## src/rgba_cmp_pkg.sv

```systemverilog
`default_nettype none
// ----------------------------------------------------------------------------
// rgba_cmp_pkg
// Shared types, codes and control store of the rgba compositing core.
// ----------------------------------------------------------------------------
package rgba_cmp_pkg;

    localparam int NUM_CH   = 4;
    localparam int CH_IDX_W = 2;
    localparam int QSCALE_W = 17;
    localparam int LEVEL_W  = 16;
    localparam int CMD_W    = 2;
    localparam int UADDR_W  = 3;

    localparam logic [CH_IDX_W-1:0] CH_ALPHA = 2'd3;

    // commands
    localparam logic [CMD_W-1:0] CMD_LOAD  = 2'd0;
    localparam logic [CMD_W-1:0] CMD_OVER  = 2'd1;
    localparam logic [CMD_W-1:0] CMD_UNDER = 2'd2;
    localparam logic [CMD_W-1:0] CMD_BLEND = 2'd3;

    // multiplier a operand
    localparam logic [1:0] A_KEPT     = 2'd0;
    localparam logic [1:0] A_SRC      = 2'd1;
    localparam logic [1:0] A_INV_KEPT = 2'd2;

    // multiplier b operand
    localparam logic [1:0] B_WA      = 2'd0;
    localparam logic [1:0] B_WB      = 2'd1;
    localparam logic [1:0] B_INV_SRC = 2'd2;
    localparam logic [1:0] B_SCALE   = 2'd3;

    // writeback
    localparam logic [1:0] WB_NONE  = 2'd0;
    localparam logic [1:0] WB_SAT   = 2'd1;
    localparam logic [1:0] WB_INV   = 2'd2;
    localparam logic [1:0] WB_QUANT = 2'd3;

    // jump conditions
    localparam logic [2:0] JC_NONE     = 3'd0;
    localparam logic [2:0] JC_ALWAYS   = 3'd1;
    localparam logic [2:0] JC_ALPHA    = 3'd2;
    localparam logic [2:0] JC_NOT_LAST = 3'd3;
    localparam logic [2:0] JC_OUT_BUSY = 3'd4;

    // control store addresses
    localparam logic [UADDR_W-1:0] UA_MIX_A   = 3'd0;
    localparam logic [UADDR_W-1:0] UA_MIX_B   = 3'd1;
    localparam logic [UADDR_W-1:0] UA_MIX_WB  = 3'd2;
    localparam logic [UADDR_W-1:0] UA_QNT_MUL = 3'd3;
    localparam logic [UADDR_W-1:0] UA_QNT_WB  = 3'd4;
    localparam logic [UADDR_W-1:0] UA_EMIT    = 3'd5;
    localparam logic [UADDR_W-1:0] UA_ALP_MUL = 3'd6;
    localparam logic [UADDR_W-1:0] UA_ALP_WB  = 3'd7;

    typedef struct packed {
        logic [1:0]         a_sel;
        logic [1:0]         b_sel;
        logic               acc_clr;
        logic [1:0]         wb_sel;
        logic               ch_inc;
        logic [2:0]         cond;
        logic [UADDR_W-1:0] target;
        logic               emit;
    } uword_t;

    function automatic uword_t ucode(input logic [UADDR_W-1:0] addr);
        uword_t w;
        w = '{a_sel: A_KEPT, b_sel: B_WA, acc_clr: 1'b0, wb_sel: WB_NONE,
              ch_inc: 1'b0, cond: JC_NONE, target: UA_MIX_A, emit: 1'b0};
        unique case (addr)
            UA_MIX_A: begin
                w.a_sel = A_KEPT;  w.b_sel = B_WA;  w.acc_clr = 1'b1;
                w.cond = JC_ALPHA; w.target = UA_ALP_MUL;
            end
            UA_MIX_B: begin
                w.a_sel = A_SRC;   w.b_sel = B_WB;
            end
            UA_MIX_WB: begin
                w.wb_sel = WB_SAT; w.ch_inc = 1'b1;
                w.cond = JC_NOT_LAST; w.target = UA_MIX_A;
            end
            UA_QNT_MUL: begin
                w.a_sel = A_KEPT;  w.b_sel = B_SCALE; w.acc_clr = 1'b1;
            end
            UA_QNT_WB: begin
                w.wb_sel = WB_QUANT; w.ch_inc = 1'b1;
                w.cond = JC_NOT_LAST; w.target = UA_QNT_MUL;
            end
            UA_EMIT: begin
                w.cond = JC_OUT_BUSY; w.target = UA_EMIT; w.emit = 1'b1;
            end
            UA_ALP_MUL: begin
                w.a_sel = A_INV_KEPT; w.b_sel = B_INV_SRC; w.acc_clr = 1'b1;
            end
            UA_ALP_WB: begin
                w.wb_sel = WB_INV; w.ch_inc = 1'b1;
                w.cond = JC_ALWAYS; w.target = UA_QNT_MUL;
            end
            default: begin
                w.cond = JC_ALWAYS; w.target = UA_EMIT;
            end
        endcase
        return w;
    endfunction

endpackage
`default_nettype wire

```

## src/rgba_compositing_accumulator_core.sv

```systemverilog
`default_nettype none
// ----------------------------------------------------------------------------
// rgba_compositing_accumulator_core
// Keeps one rgba color and composites source words into it (load, over,
// under, weighted blend), then returns the color quantized to levels.
// ----------------------------------------------------------------------------
//  channel   direction  handshake           payload
//  s_        in         s_valid / s_ready   s_cmd, s_src_*, s_*_weight
//  m_        out        m_valid / m_ready   m_*_level
//  apb       in         psel/penable/pready quant_scale @0x0, level_cap @0x4
//
//  a word runs through 12 mix steps, 8 quantize steps and one emit step,
//  and stays in the emit step while the result register is full; all
//  multiplies go through one shared mac unit driven by an 8-step
//  control store
//  s_ready is high whenever no word is in progress and reset is released,
//  also while a result waits
//  reset (aresetn low, synchronous) clears the color to zero and loads the
//  register defaults
// ----------------------------------------------------------------------------
module rgba_compositing_accumulator_core #(
    parameter int FRAC_BITS = 16
) (
    input  wire logic                   aclk,
    input  wire logic                   aresetn,

    input  wire logic                   s_valid,
    output logic                        s_ready,
    input  wire logic [1:0]             s_cmd,
    input  wire logic [FRAC_BITS:0]     s_src_red,
    input  wire logic [FRAC_BITS:0]     s_src_green,
    input  wire logic [FRAC_BITS:0]     s_src_blue,
    input  wire logic [FRAC_BITS:0]     s_src_alpha,
    input  wire logic [FRAC_BITS+1:0]   s_local_weight,
    input  wire logic [FRAC_BITS+1:0]   s_source_weight,

    output logic                        m_valid,
    input  wire logic                   m_ready,
    output logic [15:0]                 m_red_level,
    output logic [15:0]                 m_green_level,
    output logic [15:0]                 m_blue_level,
    output logic [15:0]                 m_alpha_level,

    input  wire logic                   psel,
    input  wire logic                   penable,
    input  wire logic                   pwrite,
    input  wire logic [2:0]             paddr,
    input  wire logic [31:0]            pwdata,
    output logic [31:0]                 prdata,
    output logic                        pready
);

    localparam int CH_W  = FRAC_BITS + 1;
    localparam int WT_W  = FRAC_BITS + 2;
    localparam int QS_W  = rgba_cmp_pkg::QSCALE_W;
    localparam int LV_W  = rgba_cmp_pkg::LEVEL_W;
    localparam int IX_W  = rgba_cmp_pkg::CH_IDX_W;
    localparam int B_W   = (WT_W > QS_W) ? WT_W : QS_W;
    localparam int P_W   = CH_W + B_W;
    localparam int ACC_W = P_W + 1;
    localparam int SH_W  = ACC_W - FRAC_BITS;

    localparam logic [CH_W-1:0] ONE = {1'b1, {FRAC_BITS{1'b0}}};

    // registers
    logic [QS_W-1:0]                  quant_scale_reg;
    logic [LV_W-1:0]                  level_cap_reg;
    logic [CH_W-1:0]                  kept_reg [rgba_cmp_pkg::NUM_CH];
    logic [CH_W-1:0]                  src_reg  [rgba_cmp_pkg::NUM_CH];
    logic [LV_W-1:0]                  lvl_reg  [rgba_cmp_pkg::NUM_CH];
    logic [WT_W-1:0]                  lw_reg, sw_reg;
    logic [rgba_cmp_pkg::CMD_W-1:0]   cmd_reg;
    logic [ACC_W-1:0]                 acc_reg, acc_next;
    logic [rgba_cmp_pkg::UADDR_W-1:0] upc_reg, upc_next;
    logic [IX_W-1:0]                  ch_reg, ch_next;
    logic                             busy_reg, busy_next;
    logic                             m_valid_reg, m_valid_next;
    logic [LV_W-1:0]                  m_lvl_reg [rgba_cmp_pkg::NUM_CH];

    rgba_cmp_pkg::uword_t uw;
    logic             take, jump, emit_now, cfg_wr;
    logic [CH_W-1:0]  a_op;
    logic [B_W-1:0]   b_op;
    logic [P_W-1:0]   prod;
    logic [WT_W-1:0]  wa, wb;
    logic [SH_W-1:0]  acc_sh;
    logic [CH_W-1:0]  sat_val, inv_val;
    logic [LV_W-1:0]  qnt_val;

    function automatic logic [CH_W-1:0] clamp_one(input logic [CH_W-1:0] x);
        return (x > ONE) ? ONE : x;
    endfunction

    assign s_ready  = aresetn && !busy_reg;
    assign take     = s_valid && s_ready;
    assign m_valid  = m_valid_reg;
    assign m_red_level   = m_lvl_reg[0];
    assign m_green_level = m_lvl_reg[1];
    assign m_blue_level  = m_lvl_reg[2];
    assign m_alpha_level = m_lvl_reg[3];

    // config port
    assign pready = 1'b1;
    assign cfg_wr = psel && penable && pwrite;
    assign prdata = paddr[2] ? {{(32-LV_W){1'b0}}, level_cap_reg}
                             : {{(32-QS_W){1'b0}}, quant_scale_reg};

    always_ff @(posedge aclk) begin
        if (!aresetn) begin
            quant_scale_reg <= QS_W'(256);
            level_cap_reg   <= LV_W'(255);
        end else if (cfg_wr) begin
            if (paddr[2]) begin
                level_cap_reg <= pwdata[LV_W-1:0];
            end else begin
                quant_scale_reg <= pwdata[QS_W-1:0];
            end
        end
    end

    // control word
    assign uw = rgba_cmp_pkg::ucode(upc_reg);

    // blend weights per command
    always_comb begin
        case (cmd_reg)
            rgba_cmp_pkg::CMD_LOAD: begin
                wa = '0;
                wb = WT_W'(ONE);
            end
            rgba_cmp_pkg::CMD_OVER: begin
                wa = WT_W'(ONE - src_reg[rgba_cmp_pkg::CH_ALPHA]);
                wb = WT_W'(src_reg[rgba_cmp_pkg::CH_ALPHA]);
            end
            rgba_cmp_pkg::CMD_UNDER: begin
                wa = WT_W'(kept_reg[rgba_cmp_pkg::CH_ALPHA]);
                wb = WT_W'(ONE - kept_reg[rgba_cmp_pkg::CH_ALPHA]);
            end
            default: begin
                wa = lw_reg;
                wb = sw_reg;
            end
        endcase
    end

    // mac datapath
    always_comb begin
        case (uw.a_sel)
            rgba_cmp_pkg::A_SRC:      a_op = src_reg[ch_reg];
            rgba_cmp_pkg::A_INV_KEPT: a_op = ONE - kept_reg[rgba_cmp_pkg::CH_ALPHA];
            default:                  a_op = kept_reg[ch_reg];
        endcase
        case (uw.b_sel)
            rgba_cmp_pkg::B_WA:      b_op = B_W'(wa);
            rgba_cmp_pkg::B_WB:      b_op = B_W'(wb);
            rgba_cmp_pkg::B_INV_SRC: b_op = B_W'(ONE - src_reg[rgba_cmp_pkg::CH_ALPHA]);
            default:                 b_op = B_W'(quant_scale_reg);
        endcase
        prod     = P_W'(a_op) * P_W'(b_op);
        acc_next = (uw.acc_clr ? '0 : acc_reg) + ACC_W'(prod);
    end

    // writeback values
    assign acc_sh  = acc_reg[ACC_W-1:FRAC_BITS];
    assign sat_val = (acc_sh > SH_W'(ONE)) ? ONE : acc_sh[CH_W-1:0];
    assign inv_val = ONE - acc_sh[CH_W-1:0];
    assign qnt_val = (acc_sh > SH_W'(level_cap_reg)) ? level_cap_reg : acc_sh[LV_W-1:0];

    // sequencer
    always_comb begin
        unique case (uw.cond)
            rgba_cmp_pkg::JC_ALWAYS:   jump = 1'b1;
            rgba_cmp_pkg::JC_ALPHA:    jump = (ch_reg == rgba_cmp_pkg::CH_ALPHA) &&
                                              (cmd_reg == rgba_cmp_pkg::CMD_OVER ||
                                               cmd_reg == rgba_cmp_pkg::CMD_UNDER);
            rgba_cmp_pkg::JC_NOT_LAST: jump = (ch_reg != rgba_cmp_pkg::CH_ALPHA);
            rgba_cmp_pkg::JC_OUT_BUSY: jump = m_valid_reg && !m_ready;
            default:                   jump = 1'b0;
        endcase
        emit_now     = busy_reg && uw.emit && !jump;
        busy_next    = busy_reg;
        upc_next     = upc_reg;
        ch_next      = ch_reg;
        m_valid_next = m_valid_reg;
        if (m_valid_reg && m_ready) begin
            m_valid_next = 1'b0;
        end
        if (take) begin
            busy_next = 1'b1;
            upc_next  = rgba_cmp_pkg::UA_MIX_A;
            ch_next   = '0;
        end else if (busy_reg) begin
            upc_next = jump ? uw.target : upc_reg + 1'b1;
            if (uw.ch_inc) begin
                ch_next = ch_reg + 1'b1;
            end
            if (emit_now) begin
                busy_next    = 1'b0;
                m_valid_next = 1'b1;
            end
        end
    end

    always_ff @(posedge aclk) begin
        if (!aresetn) begin
            busy_reg    <= 1'b0;
            upc_reg     <= rgba_cmp_pkg::UA_MIX_A;
            ch_reg      <= '0;
            m_valid_reg <= 1'b0;
            for (int i = 0; i < rgba_cmp_pkg::NUM_CH; i++) begin
                kept_reg[i] <= '0;
            end
        end else begin
            busy_reg    <= busy_next;
            upc_reg     <= upc_next;
            ch_reg      <= ch_next;
            m_valid_reg <= m_valid_next;
            if (busy_reg) begin
                case (uw.wb_sel)
                    rgba_cmp_pkg::WB_SAT: kept_reg[ch_reg] <= sat_val;
                    rgba_cmp_pkg::WB_INV: kept_reg[ch_reg] <= inv_val;
                    default: ;
                endcase
            end
        end
    end

    // payload registers
    always_ff @(posedge aclk) begin
        if (take) begin
            cmd_reg    <= s_cmd;
            src_reg[0] <= clamp_one(s_src_red);
            src_reg[1] <= clamp_one(s_src_green);
            src_reg[2] <= clamp_one(s_src_blue);
            src_reg[3] <= clamp_one(s_src_alpha);
            lw_reg     <= s_local_weight;
            sw_reg     <= s_source_weight;
        end
        if (busy_reg) begin
            acc_reg <= acc_next;
            if (uw.wb_sel == rgba_cmp_pkg::WB_QUANT) begin
                lvl_reg[ch_reg] <= qnt_val;
            end
        end
        if (emit_now) begin
            for (int i = 0; i < rgba_cmp_pkg::NUM_CH; i++) begin
                m_lvl_reg[i] <= lvl_reg[i];
            end
        end
    end

`ifndef NO_ASSERTIONS
    // a new word starts at the top of the program on channel zero
    a_start: assert property (@(posedge aclk) disable iff (!aresetn)
        take |=> (upc_reg == rgba_cmp_pkg::UA_MIX_A) && (ch_reg == '0) && !s_ready)
        else $error("word did not start at program entry");

    // a result appears only out of the emit step
    a_emit: assert property (@(posedge aclk) disable iff (!aresetn)
        $rose(m_valid_reg) |-> $past(upc_reg) == rgba_cmp_pkg::UA_EMIT)
        else $error("result raised outside emit step");

    // kept color stays within zero to one
    a_range: assert property (@(posedge aclk) disable iff (!aresetn)
        (kept_reg[0] <= ONE) && (kept_reg[1] <= ONE) &&
        (kept_reg[2] <= ONE) && (kept_reg[3] <= ONE))
        else $error("kept channel above one");

    // the sequencer leaves the emit step only by finishing the word
    a_done: assert property (@(posedge aclk) disable iff (!aresetn)
        (busy_reg && upc_reg == rgba_cmp_pkg::UA_EMIT && !(m_valid_reg && !m_ready))
        |=> !busy_reg && m_valid_reg)
        else $error("emit step did not complete word");
`endif

endmodule
`default_nettype wire
```

## config.mk

```make
export PLATFORM = sky130hd
export DESIGN_NAME = rgba_compositing_accumulator_core
export DESIGN_NICKNAME = d
export VERILOG_FILES = /design/src/rgba_cmp_pkg.sv /design/src/rgba_compositing_accumulator_core.sv
export SDC_FILE = /design/constraint.sdc
export NUM_CORES = 1
export LEC_CHECK = 0
export ABC_CLOCK_PERIOD_IN_PS = 13500
export BUFFER_PORTS_ARGS = -buffer_cell sky130_fd_sc_hd__buf_2
export CORE_MARGIN = 1.5
export CORE_UTILIZATION = 65
export DETAILED_ROUTE_END_ITERATION = 8
export HOLD_SLACK_MARGIN = 0.08
export PLACE_DENSITY = 0.95
export SLEW_MARGIN = 20
export SYNTH_ARGS = -nofsm -noshare
export SYNTH_HDL_FRONTEND = slang
export SYNTH_SLANG_ARGS = --single-unit
```

## constraint.sdc

```tcl
create_clock -name aclk -period 13.5 [get_ports aclk]
set_clock_uncertainty 0.2 [all_clocks]
set_input_delay 1.35 -clock aclk [delete_from_list [all_inputs] [get_ports aclk]]
set_output_delay 1.35 -clock aclk [all_outputs]
set_load 0.005 [all_outputs]
```

## Word level (Yosys, flattened, before mapping)

Memory sizes are Yosys's and may differ from the RTL's. A register that Yosys moved wholly into a read port is not among the register bits.
Cells that the tools add are included.

- Bits in writable memories: 264
- Flip-flop bits (word level): 114
- Memories: 4
- Bits of input ports: 148
- Output and inout bits: 99

Memories:

| memory | words | bits a word | rd ports | clocked after memory_dff | write ports | RTL line | text |
|---|---|---|---|---|---|---|---|
| kept_reg | 4 | 17 | 2 | 1 | 4 | rgba_compositing_accumulator_core.sv:68 | `logic [CH_W-1:0] kept_reg [rgba_cmp_pkg::NUM_CH];` |
| src_reg | 4 | 17 | 2 | 1 | 4 | rgba_compositing_accumulator_core.sv:69 | `logic [CH_W-1:0] src_reg [rgba_cmp_pkg::NUM_CH];` |
| lvl_reg | 4 | 16 | 4 | 0 | 1 | rgba_compositing_accumulator_core.sv:70 | `logic [LV_W-1:0] lvl_reg [rgba_cmp_pkg::NUM_CH];` |
| m_lvl_reg | 4 | 16 | 4 | 0 | 4 | rgba_compositing_accumulator_core.sv:78 | `logic [LV_W-1:0] m_lvl_reg [rgba_cmp_pkg::NUM_CH];` |

- $lt $le $gt $ge: 6
- $add $sub $neg: 7
- Bitwise operators: 3
- Muxes and demuxes: 50
- Eq/ne operators: 22
- Reduce and logical (&&, ||, !) cells: 22
- Multipliers: 1

Operators by type and width:

| operator | count |
|---|---|
| $pmux W18 S3 | 3 |
| $mux W17 | 8 |
| $gt A17 B17 Y1 const B | 4 |
| $add A36 B35 Y36 | 1 |
| $mux W36 | 1 |
| $sub A17 B17 Y18 const A | 2 |
| $mul A17 B18 Y35 | 1 |
| $pmux W17 S2 | 1 |
| $sub A17 B17 Y17 const A | 2 |
| $pmux W6 S5 | 1 |
| $mux W1 | 26 |
| $gt A20 B16 Y1 | 1 |
| $gt A20 B17 Y1 const B | 1 |
| $reduce_or A17 Y1 | 1 |
| $mux W16 | 1 |
| $eq A3 B3 Y1 const B | 5 |
| $eq A2 B2 Y1 const B | 6 |
| $eq A3 B2 Y1 const B | 4 |
| $pmux W4 S3 | 1 |
| $mux W2 | 5 |
| $logic_and A1 B1 Y1 | 9 |
| $pmux W3 S3 | 1 |
| $eq A2 B1 Y1 const B | 4 |
| $eq A3 B1 Y1 const B | 2 |
| other kinds (14) | 20 |

## Longest topological paths before layout

Gate-level depths: netlist (run 1).

- Depth in word-level cells: 10
- Mapped depth: 33

## Worst setup path after synthesis (run 1)

No wires, ideal clock.

- Path type: reg-to-reg
- Start point: mem kept_reg[3][4] in the netlist's numbering
- End point: reg acc_reg[34], data pin
- Stages on the path, launching flop included: 29
- Data required time: 13038 ps
- Arrival time: 8074 ps
- Path buffers: 2
- Path slack: 4965 ps
- Path through: edfxtp_1 > or4_1 > or4_1 > buf_2 > or4_1 > a32oi_1 > a21oi_1 > or4_4 > o21ai_2 > nor2_1 > fa_1 > inv_1 > fa_1 > fa_1 > inv_1 > fa_1 > fa_1 > inv_1 > fa_1 > inv_1 > ha_1 > clkbuf_1 > nand3_1 > a311o_1 > a311oi_1 > o2111ai_1 > a21oi_1 > a211oi_1 > xnor2_1

RTL lines:

| element | RTL line | text |
|---|---|---|
| from (decl) | rgba_compositing_accumulator_core.sv:68 |  |
| to (signal assigned) | rgba_compositing_accumulator_core.sv:240 | `acc_reg <= acc_next;` |
| to (decl) | rgba_compositing_accumulator_core.sv:73 | `logic [ACC_W-1:0] acc_reg, acc_next;` |

## Final worst setup path (run 1)

- Start point: reg upc_reg[0] in the netlist's numbering
- End point: reg acc_reg[22], data pin

- Cells in the longest elaborated chain, start to end: 6
- Elaborated cells between the ends (all ways): 17

RTL lines:

| element | RTL line | text |
|---|---|---|
| from (decl) | rgba_compositing_accumulator_core.sv:74 | `logic [rgba_cmp_pkg::UADDR_W-1:0] upc_reg, upc_next;` |
| from (signal assigned) | rgba_compositing_accumulator_core.sv:207 | `upc_reg <= rgba_cmp_pkg::UA_MIX_A;` |
| from (signal assigned) | rgba_compositing_accumulator_core.sv:215 | `upc_reg <= upc_next;` |
| $eq A3 B3 Y1 (tied with other cells) | rgba_cmp_pkg.sv:72 | `unique case (addr)` |
| $pmux W4 S3 | rgba_cmp_pkg.sv:72 |  |
| $eq A2 B2 Y1 (tied with other cells) | rgba_compositing_accumulator_core.sv:153 | `case (uw.b_sel)` |
| $pmux W18 S3 / $pmux W17 S2 (equally long branches) | rgba_compositing_accumulator_core.sv:153, rgba_compositing_accumulator_core.sv:148 |  |
| $mul A17 B18 Y35 | rgba_compositing_accumulator_core.sv:159 | `prod = P_W'(a_op) * P_W'(b_op);` |
| $add A36 B35 Y36 (*) | rgba_compositing_accumulator_core.sv:160 | `acc_next = (uw.acc_clr ? '0 : acc_reg) + ACC_W'(prod);` |
| via acc_next[22] | rgba_compositing_accumulator_core.sv:73 |  |

Mark *: on every way through the listed nets, which the timed path passes. The rest lies on a longest branch.
A chain may end at the register's enable or synchronous reset.

==> results of run 1 <==
-- worst max-delay path by stage --
stage          cells past startpoint     endpoint  slack (ns)
6_report                          28  acc_reg[22]        2.92
5_1_grt                           28  acc_reg[22]        2.58
4_1_cts                           28  acc_reg[22]        3.20
3_5_place_dp                      28  acc_reg[22]        3.30
3_3_place_gp                      27  acc_reg[22]        3.72
2_1_floorplan                     28  acc_reg[34]        4.96
-- Yosys cell counts (5+ instances only) --
library cell / number
a32oi_1: 8
mux2_2: 23
dfxtp_1: 42
xnor2_1: 39
inv_1: 411
o21ai_1: 7
or4_1: 8
a21oi_1: 92
nand3_1: 22
nand4_1: 7
mux4_2: 32
o21ai_0: 64
a21o_1: 22
and3_1: 11
o31ai_1: 7
clkbuf_1: 93
or3_1: 17
nor2b_1: 96
o211ai_1: 15
buf_1: 6
a41oi_1: 6
a31oi_1: 5
or2_2: 11
ha_1: 137
o221ai_1: 5
a22oi_1: 11
and2_1: 39
nand2b_1: 33
nor2_1: 260
nor4_1: 28
fa_1: 274
edfxtp_1: 338
mux2i_1: 7
nor3_1: 29
a221oi_1: 5
a21boi_0: 28
a211oi_1: 14
xor2_1: 10
o21a_1: 11
nand2_1: 298
buf_4: 16
-- report_power, final --
group | leakage [nW] | switching [mW] | internal (mW)
Combinational | 9.10 | 1.85 | 1.15
Sequential | 3.53 | 0.134 | 1.47
Clock | 0.678 | 0.497 | 0.700
-- cell usage in the layout (no fill, tap or decap), types with 17 or more instances in the layout --
master,count
nand2b_1,33
fa_1,274
buf_4,44
inv_1,411
nor2b_1,96
nor3_1,28
nor4_1,28
mux2_2,23
o21ai_0,64
mux4_2,32
ha_1,137
nand2_1,298
dfxtp_1,40
a21o_1,22
xnor2_1,39
and2_1,38
a21oi_1,89
edfxtp_1,338
buf_2,213
nor2_1,260
nand3_1,22
or3_1,17
a21boi_0,28
clkbuf_16,40
-- metrics by stage --
step	hold slack, ns	instance area (µm²)
finish	0.216	31200
floorplan	0.200	28100
global placement	0.202	29800
detailed placement	0.205	29800
CTS	0.215	31200
global route	0.222	31200
-- cells by family after synthesis --
logic type,after synthesis
simple gates,870
buf+inv,529
fa+ha+maj,411
flops,380
compound gates,351
mux,62
xor+xnor,49
other cells,2
-- cell type report --
type,instances,share of cell area [%]
Multi-Input combinational cell,1759,48.5
Sequential cell,380,35.2
Inverter,411,4.94
Timing Repair Buffer,257,4.47
Clock buffer,48,3.37
Tap cell,577,2.31
Clock inverter,24,1.14
Antenna cell,4,0.0321
-- routing by layer --
layer	GRT usage, %	routed length [µm]	vias to the layer above
met5	0	13	-
met4	23.2	5990	2
met3	10.2	11100	453
met2	62.1	38400	1818
met1	46.3	27600	10613
li1	-	-	9175
==> metrics, run 1 <==
Slew Limit Fails 0; GPL Wtd Cong a little under 1; WL/cell 24.0 µm; PwrDens approximately 190 nW/µm²; Synth Area in Simple Gates 14.3%; Core Box Area between 40000 and 50000 µm²; fin crit share roughly 80%; via count around 22000; main combinational cell family by area after synthesis adder cells; post-synthesis cell count 2654; slack of the critical path a little under 3 ns; register bit total from synthesis between 300 and 400; status complete, no violations; Hold Path Stages 0; initial antenna violation count 6; dpl ws 3.30 ns; HPWL Detailed ~60000 µm; Crit Path Max Fanout 17; sum of negative setup slack 0 ns; antenna-violating nets left 0; fill cell count 2600; cell area after synthesis 28100 µm²; library cells used by synthesis 71; Initial DRT Pass Iterations 6; post-synthesis mux area share roughly 3.7%; Slowest-stage cell, CP o21ai_1; Worst Reg2Reg Path Length in Cells 28; Synth top area share a little over a third; DRC viols 0; critical path startpoint upc_reg[0]; GRT Total Usage a little under two fifths; ys flop type edfxtp_1; Reg clk slew, reported paths roughly 0.060 ns; CP Launch Type flip-flop; Synth Area in Adders 25.6%; layout cells sized above 1 between 10% and 20%; final count of hold timing violations 0; Worst slew margin 9.52%; Hold EP m_lvl_reg[1][14]; Hold Crit Start lvl_reg[1][14]; FFs w/ async S/R, synth 0%; Max IR drop VDD ~0.18 mV; CP arrival 10.68 ns; Design Power 5.80 mW; reg2reg end acc_reg[22]; most frequent cell on the critical path fa_1; starting density of the core around 66%; CTS tree done; CTS Buf Count 39; cell row count 75; first-pass GRT wire length about 130000 µm; WP buf/inv 5; root buf cell clkbuf_16; Die Area ~44000 µm²; nets@finish 3407; CTS Buffer Depth 3; Via density between 6 and 7; CP Capture Type flip-flop; Layout area overhead 11.2%; Largest stage delay, worst path 0.77 ns; unrepaired setup endpoints after global routing no; Syn Area/Cell approximately 11 µm²; Setup Viol. Count Final 0; largest area contributor in the netlist edfxtp_1; LEAKAGE between 10 and 15 nW; Synth Area in XOR/XNOR 1.53%; worst min-delay path class reg2reg; critical path class reg2reg; post-synthesis compound-gate area fraction under 10%; htree depth 2; FMAX between 90 and 100 MHz; Hold Buf Count CTS 0; aggregate global routing overflow 0; I/O Pins 247; die height 211 µm; setup bufs post-CTS 0; top cells by area, synth edfxtp_1 (36%), fa_1 (20%), ha_1 (6.1%), inv_1 (5.5%), nand2_1 (4.0%); share of the yosys chip area belonging to registers 39.2%; number of clock sinks between 300 and 400; Resized cells post-CTS 0; Die W 211 µm; vias in the first global route 22976; Port-buffer cells 213; Period minus WS final ~11 ns; Final Core Density ~74%; max_cap viols 0; Initial DRC Count between 2000 and 3000; Worst EP required 13.61 ns; family with the most delay on the worst path compound AO/OA/AOI/OAI gates; Worst-Margin Slew 1.32 ns; launch point of the worst reg-to-reg path upc_reg[0]; flop-to-flop setup slack between 2 and 3 ns; Post-synth EDFFs around 340; synth warn 0; Post-Place Cells approximately 3400; WL final ~83000 µm; largest net degree at the start of global routing 84; final cell count without fillers between 3000 and 4000; area occupied by multi-input gates ~15000 µm²; FF/Latch Area approximately 11000 µm²; worst skew pair latency roughly 0.57 ns
(Power assumes the default switching activity.)
==> inputs of run 2 (changes only) <==
--- a/config.mk
+++ b/config.mk
@@ -5,13 +5,13 @@
 export SDC_FILE = /design/constraint.sdc
 export NUM_CORES = 1
 export LEC_CHECK = 0
-export ABC_CLOCK_PERIOD_IN_PS = 13500
+export ABC_CLOCK_PERIOD_IN_PS = 10110
 export BUFFER_PORTS_ARGS = -buffer_cell sky130_fd_sc_hd__buf_2
 export CORE_MARGIN = 1.5
-export CORE_UTILIZATION = 65
+export CORE_UTILIZATION = 61
 export DETAILED_ROUTE_END_ITERATION = 8
 export HOLD_SLACK_MARGIN = 0.08
-export PLACE_DENSITY = 0.95
+export PLACE_DENSITY = 0.9
 export SLEW_MARGIN = 20
 export SYNTH_ARGS = -nofsm -noshare
 export SYNTH_HDL_FRONTEND = slang
==> constraint.sdc (replaced) <==
create_clock -name aclk -period 10.11 [get_ports aclk]
set_clock_uncertainty 0.2 [all_clocks]
set_input_delay 1.011 -clock aclk [delete_from_list [all_inputs] [get_ports aclk]]
set_output_delay 1.011 -clock aclk [all_outputs]
set_load 0.005 [all_outputs]
==> run 2 against run 1 <==
Compared with the run above: sequential power up 33%; register-to-register slack worse by 2.5 ns; global-route usage down 2.7 points; first-iteration DRC count up 4.8%; non-clock buffer count up 18; combinational power up 33%; critical endpoint unchanged; largest power group unchanged; highest routed layer unchanged.
==> metrics, run 2 (synthesis gave the netlist of run 1 again) <==
status complete, no violations; antenna-violating nets left 0; Worst EP required around 10 ns; sum of negative setup slack 0 ns; final cell count without fillers 3500; dpl ws 0.470 ns; Die Area approximately 47000 µm²; setup bufs post-CTS 0; WL/cell approximately 24 µm; max_cap viols 0; LEAKAGE approximately 13 nW; Cell Area, Placed 30000 µm²; Final Instance Area roughly 31000 µm²; fin crit share roughly 96%; slack of the critical path roughly 0.38 ns; Die W about 220 µm; Initial DRC Count roughly 2800; Reg clk slew, reported paths 0.06 ns; global route hottest layer met2; critical path class reg2reg; final count of hold timing violations 0; Layout area overhead 11.2%; root buf cell clkbuf_16; Via density around 6.2; layout cells sized above 1 between 10 and 15%; nets@finish between 3000 and 4000; Worst slew margin a little under a quarter; CTS tree done; I/O Pins roughly 250; grt met2 use roughly 58%; FMAX between 100 and 150 MHz; most common cell after layout, fill and taps aside inv_1; GR Util met1 44.1%; first-pass GRT wire length 127000 µm; Period minus WS final 9.73 ns; CTS Buffer Depth 3; starting density of the core 61.9%; vias in the first global route 22426; Post-Place Cells 3425; Max IR drop VDD about 0.27 mV; GRT Total Usage a little over a third; CP Capture Type flip-flop; Core Box Area 45400 µm²; Port-buffer cells around 210; GR Util met3 under 10%; CP arrival roughly 9.8 ns; Crit Path Max Fanout 10; DRC viols 0; Slew Limit Fails 0; worst min-delay path class reg2reg; Worst-Margin Slew approximately 1.1 ns; HPWL Detailed between 60000 and 70000 µm; WL final 82900 µm; Initial DRT Pass Iterations 8; die height 218 µm; CP Launch Type flip-flop; aggregate global routing overflow 0; number of clock sinks 380; unrepaired setup endpoints after global routing no; initial antenna violation count 2; PwrDens approximately 240 nW/µm²; via count 21833; Setup Viol. Count Final 0; largest net degree at the start of global routing 84; flop-to-flop setup slack approximately 0.38 ns; Worst Reg2Reg Path Length in Cells 27; Hold Path Stages 0; most frequent cells in the layout inv_1 (411), edfxtp_1 (338), nand2_1 (298); cell row count 78; htree depth 2; CTS Buf Count 39; worst skew pair latency a little under 0.6 ns; GPL Wtd Cong roughly 1
==> run 2: cell count changes in the layout (fill, tap and decap cells not counted), sizes merged <==
cell | previous run | this run
buf | 257 | 275
bufinv | 7 | 2
clkbuf | 48 | 47
clkinv | 10 | 18
diode | 4 | 3
inv | 416 | 414
==> run 2: repair_timing <==
action,CTS,global route
resized for setup,0,3
hold buffers,0,0
endpoints found under the hold margin,0,0
endpoints found under the setup margin,0,3
==> run 2: final timing paths <==
path	from	endpoint
min	lvl_reg[3][1]	m_lvl_reg[3][1]
min reg2reg	lvl_reg[3][1]	m_lvl_reg[3][1]
max reg2reg	kept_reg[3][4]	acc_reg[22]
max	kept_reg[3][4]	acc_reg[22]
==> run 2: critical path, cell delays in order, from the launching register on <==
cell,delay [ns]
edfxtp_1,0.50
or4_1,0.56
or4_1,0.72
or3_1,0.42
a32oi_1,0.22
a21oi_1,0.09
or4_1,0.69
a21boi_4,0.26
nand2_1,0.12
fa_1,0.43
fa_1,0.50
inv_1,0.07
fa_1,0.55
fa_1,0.46
fa_1,0.56
inv_1,0.06
fa_1,0.53
inv_1,0.04
ha_1,0.36
a2111oi_0,0.40
o21ai_0,0.19
o2111ai_1,0.23
buf_4,0.19
nand2_1,0.10
o21a_1,0.19
o41ai_1,0.45
o21ai_0,0.18
xor2_1,0.16
==> run 2: area by class of cell <==
cell class,instances,area (µm²)
multi-input combinational,1759,15200
fill,3124,14200
sequential,380,11000
inverter,411,1540
timing repair buffer,275,1530
clock buffer,47,1030
tap,600,751
clock inverter,25,194
antenna,3,7.51
==> run 2: report_power, final <==
part | switching, mW | internal, mW | leakage (nW)
Sequential | 0.171 | 1.96 | 3.53
Combinational | 2.46 | 1.55 | 9.19
Clock | 0.626 | 0.782 | 0.594
Total | 3.25 | 4.29 | 13.3
==> run 2: per-layer routing <==
| layer | vias up | share of wire (%) |
|---|---|---|
| met5 | - | 0.018 |
| met4 | 2 | 6.3 |
| met3 | 379 | 12 |
| met2 | 1683 | 47 |
| met1 | 10537 | 34 |
| li1 | 9232 | - |
==> run 2: stage by stage <==
stage | hold WS (ns) | power, mW | util, %
3_5_place_dp | 0.205 | 6.05 | 66.0
2_1_floorplan | 0.200 | 4.92 | -
5_1_grt | 0.226 | 8.06 | 68.8
6_report | 0.210 | 7.54 | 68.8
4_1_cts | 0.212 | 7.47 | 68.7
3_3_place_gp | 0.201 | 5.84 | 66.0
